[src/rtl/ofl_pkg.sv]
// Shared types and constants for the overwrite-oldest frame log.
// No dependencies; compiled first.
package ofl_pkg;

    localparam int LOG_DEPTH_DEF = 64;
    localparam int FILL_W        = 7;
    localparam int LOST_W        = 32;

    localparam logic REQ_LOG  = 1'b0;
    localparam logic REQ_READ = 1'b1;

    typedef struct packed {
        logic [7:0]  info_byte;
        logic [3:0]  length;
        logic [31:0] ident;
        logic [63:0] payload;
    } frame_t;

    typedef struct packed {
        logic              read_valid;
        logic [FILL_W-1:0] fill_level;
        logic [LOST_W-1:0] lost_frames;
    } status_t;

endpackage

[src/rtl/ofl_ctrl.sv]
// Ring control: pointers, fill count and saturating lost-frame counter.
// Depends on ofl_pkg.
module ofl_ctrl
    import ofl_pkg::*;
#(
    parameter int LOG_DEPTH = LOG_DEPTH_DEF,
    parameter int PTR_W     = $clog2(LOG_DEPTH),
    parameter int CNT_W     = $clog2(LOG_DEPTH + 1)
)
(
    input  logic             clk,
    input  logic             rst_n,
    input  logic             accept,
    input  logic             req_type,
    output logic             wr_en,
    output logic [PTR_W-1:0] wr_addr,
    output logic             rd_en,
    output logic [PTR_W-1:0] rd_addr,
    output status_t          status_next
);

    logic [PTR_W-1:0]  wr_ptr_reg, wr_ptr_next;
    logic [PTR_W-1:0]  rd_ptr_reg, rd_ptr_next;
    logic [CNT_W-1:0]  held_reg, held_next;
    logic [LOST_W-1:0] lost_reg, lost_next;
    logic              full, empty;
    logic [PTR_W-1:0]  wr_ptr_inc, rd_ptr_inc;

    assign full       = (held_reg == CNT_W'(LOG_DEPTH));
    assign empty      = (held_reg == '0);
    assign wr_ptr_inc = (wr_ptr_reg == PTR_W'(LOG_DEPTH - 1)) ? '0 : wr_ptr_reg + PTR_W'(1);
    assign rd_ptr_inc = (rd_ptr_reg == PTR_W'(LOG_DEPTH - 1)) ? '0 : rd_ptr_reg + PTR_W'(1);

    always_comb
    begin
        wr_en       = 1'b0;
        rd_en       = 1'b0;
        wr_ptr_next = wr_ptr_reg;
        rd_ptr_next = rd_ptr_reg;
        held_next   = held_reg;
        lost_next   = lost_reg;
        if (accept)
        begin
            unique case (req_type)
                REQ_LOG:
                begin
                    wr_en       = 1'b1;
                    wr_ptr_next = wr_ptr_inc;
                    if (full)
                    begin
                        rd_ptr_next = rd_ptr_inc;
                        if (lost_reg != '1)
                        begin
                            lost_next = lost_reg + LOST_W'(1);
                        end
                    end
                    else
                    begin
                        held_next = held_reg + CNT_W'(1);
                    end
                end
                REQ_READ:
                begin
                    if (!empty)
                    begin
                        rd_en       = 1'b1;
                        rd_ptr_next = rd_ptr_inc;
                        held_next   = held_reg - CNT_W'(1);
                    end
                end
                default:
                begin
                    wr_en = 1'b0;
                end
            endcase
        end
    end

    assign wr_addr                 = wr_ptr_reg;
    assign rd_addr                 = rd_ptr_reg;
    assign status_next.read_valid  = rd_en;
    assign status_next.fill_level  = FILL_W'(held_next);
    assign status_next.lost_frames = lost_next;

    always_ff @(posedge clk or negedge rst_n)
    begin
        if (!rst_n)
        begin
            wr_ptr_reg <= '0;
            rd_ptr_reg <= '0;
            held_reg   <= '0;
            lost_reg   <= '0;
        end
        else
        begin
            wr_ptr_reg <= wr_ptr_next;
            rd_ptr_reg <= rd_ptr_next;
            held_reg   <= held_next;
            lost_reg   <= lost_next;
        end
    end

endmodule

[config.mk]
export PLATFORM = sky130hd
export DESIGN_NAME = ofl_ctrl
export DESIGN_NICKNAME = d
export VERILOG_FILES = /design/src/rtl/ofl_pkg.sv /design/src/rtl/ofl_ctrl.sv
export SDC_FILE = /design/constraint.sdc
export NUM_CORES = 1
export LEC_CHECK = 0
export BUFFER_PORTS_ARGS = -buffer_cell sky130_fd_sc_hd__clkbuf_2
export CORE_AREA = 3 3 87 89
export CTS_BUF_LIST = sky130_fd_sc_hd__clkbuf_8
export CTS_CLUSTER_DIAMETER = 50
export DETAILED_ROUTE_END_ITERATION = 7
export DIE_AREA = 0 0 90 92
export PLACE_DENSITY = 0.74
export SLEW_MARGIN = 10
export SYNTH_ARGS = -nofsm -noshare
export SYNTH_HDL_FRONTEND = slang
export SYNTH_SLANG_ARGS = --single-unit
export TNS_END_PERCENT = 100
[constraint.sdc]
create_clock -name clk -period 7.2 [get_ports clk]
set_input_delay 1.44 -clock clk [delete_from_list [all_inputs] [get_ports clk]]
set_output_delay 1.44 -clock clk [all_outputs]
set_load 0.1 [all_outputs]
==> impl_metrics.ini <==
[placed_design]
routabilityCongestion = 0.8440
dp_hpwl_um = 4612
place_inst = 424
pre_cts_slack_ps = 1568
io_buffers = 57

[pwr]
total_power_w = 0.001212
total_leakage_power_nw = 1.510
p_per_area_nw_per_um2 = 371.8
ir_drop_mv = 0.4294

[cts]
clkTransAtPathRegs_ps = 80
cts_max_level = 2
clock_latency_ps = 300
cts_made_buffers = 5
cts.sinks = 51
cts_tree = yes
clock_tree.root_cell = clkbuf_8
cts_hold_repair.buffers = 0
cts_buffer_depth = 2
cts_resized = 0
cts_setup_buffers = 0

[critical_path]
worstPathArrival_ps = 4210
critPathSlowestCell = and4_1
worstSetupPathType = in -> out
r2r_slack_ps = 4580
cp_top_family = simple AND/OR/NAND/NOR gates
path_max_fanout = 18
ff2ff_path_depth = 7
slowest_delay_ps = 570
crit_chain = clkbuf_2 -> nor2b_1 -> and4_1 -> o2111ai_1 -> nor2_1 -> xor2_1 -> clkbuf_2
cp.required_ps = 5760
crit_top_cell = clkbuf_2
r2r_start = held_reg[0]
r2r_end = lost_reg[28]
path_buf_inv = 2
start_kind = input port
critPathCaptureType = output pin

[timing]
setup_viol = 0
period_share_pct = 78.42
slew_violations = 0
fmax_mhz = 177.1
hold_slack_ps = 493.4
period_needed_ps = 5646
clock-skew-final_ps = 7.657
rsz0062_at_grt = false
hold_violations = 0
setup_ws_ps = 1554
tns_ps = 0
maxSlewHeadroom_pct = 51.47
tightest_slew_ps = 724.0

[global_route]
grt_pass1_wl_um = 10750
grt_max_degree = 52
grt_overflow = 0
grt_antenna_before_repair = 0
grt.busiest_layer = met2
use_met2_pct = 24.27
grtUsageTotal_pct = 15.60
grt_pass1_vias = 2266
grt.met1_usage_pct = 22.43
met3_usage_pct = 2.789

[yosys]
async_flop_share_pct = 100.0
synth_commonest_cells = dfrtp_1 (51), nand2_1 (26), nand3_1 (22), xnor2_1 (19), nor2_1 (18)
synthMuxAreaShare_pct = 1.558
synth_top_family_by_area = simple AND/OR/NAND/NOR gates
yosysWarnings = 0
ys_seq_area_share_pct = 45.41
syn_area_sq_um = 2810
syn_nets = 290
synth_area_leaders = dfrtp_1 (45%), xnor2_1 (5.9%), xor2_1 (5.3%)
synth.top_cell.area_share_pct = 45.41
syn_avg_cell_area_sq_um = 10.00
synth-seq-cells = 51
yosysMostFrequentCell = dfrtp_1
synth-simple-area-share_pct = 25.29
synth-xor-area-share_pct = 11.22
synthDistinctLibCells = 50
synth_compound_area_share_pct = 11.00
yosys.area.top_type = dfrtp_1
synth_flop_cell = dfrtp_1
synth_cells = 281
synth-edff-count = 0
synth_fa_ha_area_share_pct = 2.226

[drt]
wire_per_inst_um = 14.49
vias = 2308
viasPerCell = 5.343
route.detailed.drc = 0
first_pass_iters = 4
routed_wl_um = 6261
drtIter0Drc = 88
ant_nets = 0

[hold_path]
worstHoldPathCells = 1
holdPathEnd = lost_reg[6]
holdCritStartpoint = lost_reg[6]
min_path_type = reg -> reg

[cells_and_area]
syn2layout_area_growth_pct = 16.03
largest_reg_flops = 32
drive_gt1_share_pct = 23.81
n_antenna_cell = 0
fin_cells = 432
fin_nets = 344

[die]
die-area_sq_um = 8280
core_sq_um = 6832
die_w_um = 90
num_io_pins = 58
start_util_pct = 41.14
dieHeight_um = 92
fp-row-count = 30

[run_status]
status = complete, no violations

[run]
drv_cap = 0
-- worst max-delay path by stage --
stage | depth (start not counted) | end | slack [ps] | startpoint
finish | 7 | status_next[28] | 1550 | accept
global route | 7 | status_next[28] | 1260 | accept
CTS | 7 | status_next[28] | 1560 | accept
detailed placement | 7 | status_next[24] | 1570 | accept
global placement | 7 | status_next[28] | 1680 | accept
floorplan | 7 | status_next[19] | 650 | accept
-- cell type report --
type / instances / area [sq um]
Fill cell: 682 / 3571
Multi-Input combinational cell: 211 / 1441
Sequential cell: 51 / 1276
Timing Repair Buffer: 58 / 292.8
Tap cell: 96 / 120.1
Clock buffer: 7 / 96.34
Inverter: 8 / 30.03
Clock inverter: 1 / 3.754
-- through the flow --
step | cell area [sq um] | util (%)
after floorplan | 2810 | -
after global placement | 3161 | 46.26
after global routing | 3261 | 47.73
final | 3261 | 47.73
after CTS | 3261 | 47.73
after detailed placement | 3161 | 46.26
-- placed cells by master, fill, tap and decap left out, drive strengths merged, types with 8 or more instances in the layout --
cell     n
nand4   10
xor2    17
nand3   24
inv      9
and3     8
nand2   26
o21ai   13
nor2    18
clkbuf  64
xnor2   19
dfrtp   51
-- logic make-up (layout without fill, tap and decap cells) --
family / count (synthesis) / after routing
flip-flops: 51 / 51
adder cells (fa/ha/maj): 5 / 5
AND/OR/NAND/NOR: 123 / 123
XOR/XNOR: 36 / 36
AO/OA/AOI/OAI: 43 / 43
multiplexers: 4 / 4
buffers and inverters: 19 / 74
-- metal layers --
| layer | up-vias | routed length, um |
|---|---|---|
| li1 | 1124 | - |
| met1 | 1108 | 3047 |
| met2 | 66 | 2826 |
| met3 | 10 | 305 |
| met4 | 0 | 81 |
| met5 | - | 0 |
-- report_power, final --
group | total (W) | switching [W] | internal [W]
clock network | 0.000179 | 0.0000920 | 0.0000865
logic | 0.000618 | 0.000510 | 0.000108
registers | 0.000415 | 0.0000786 | 0.000337
Note: power is estimated with default switching activity, not from simulation.
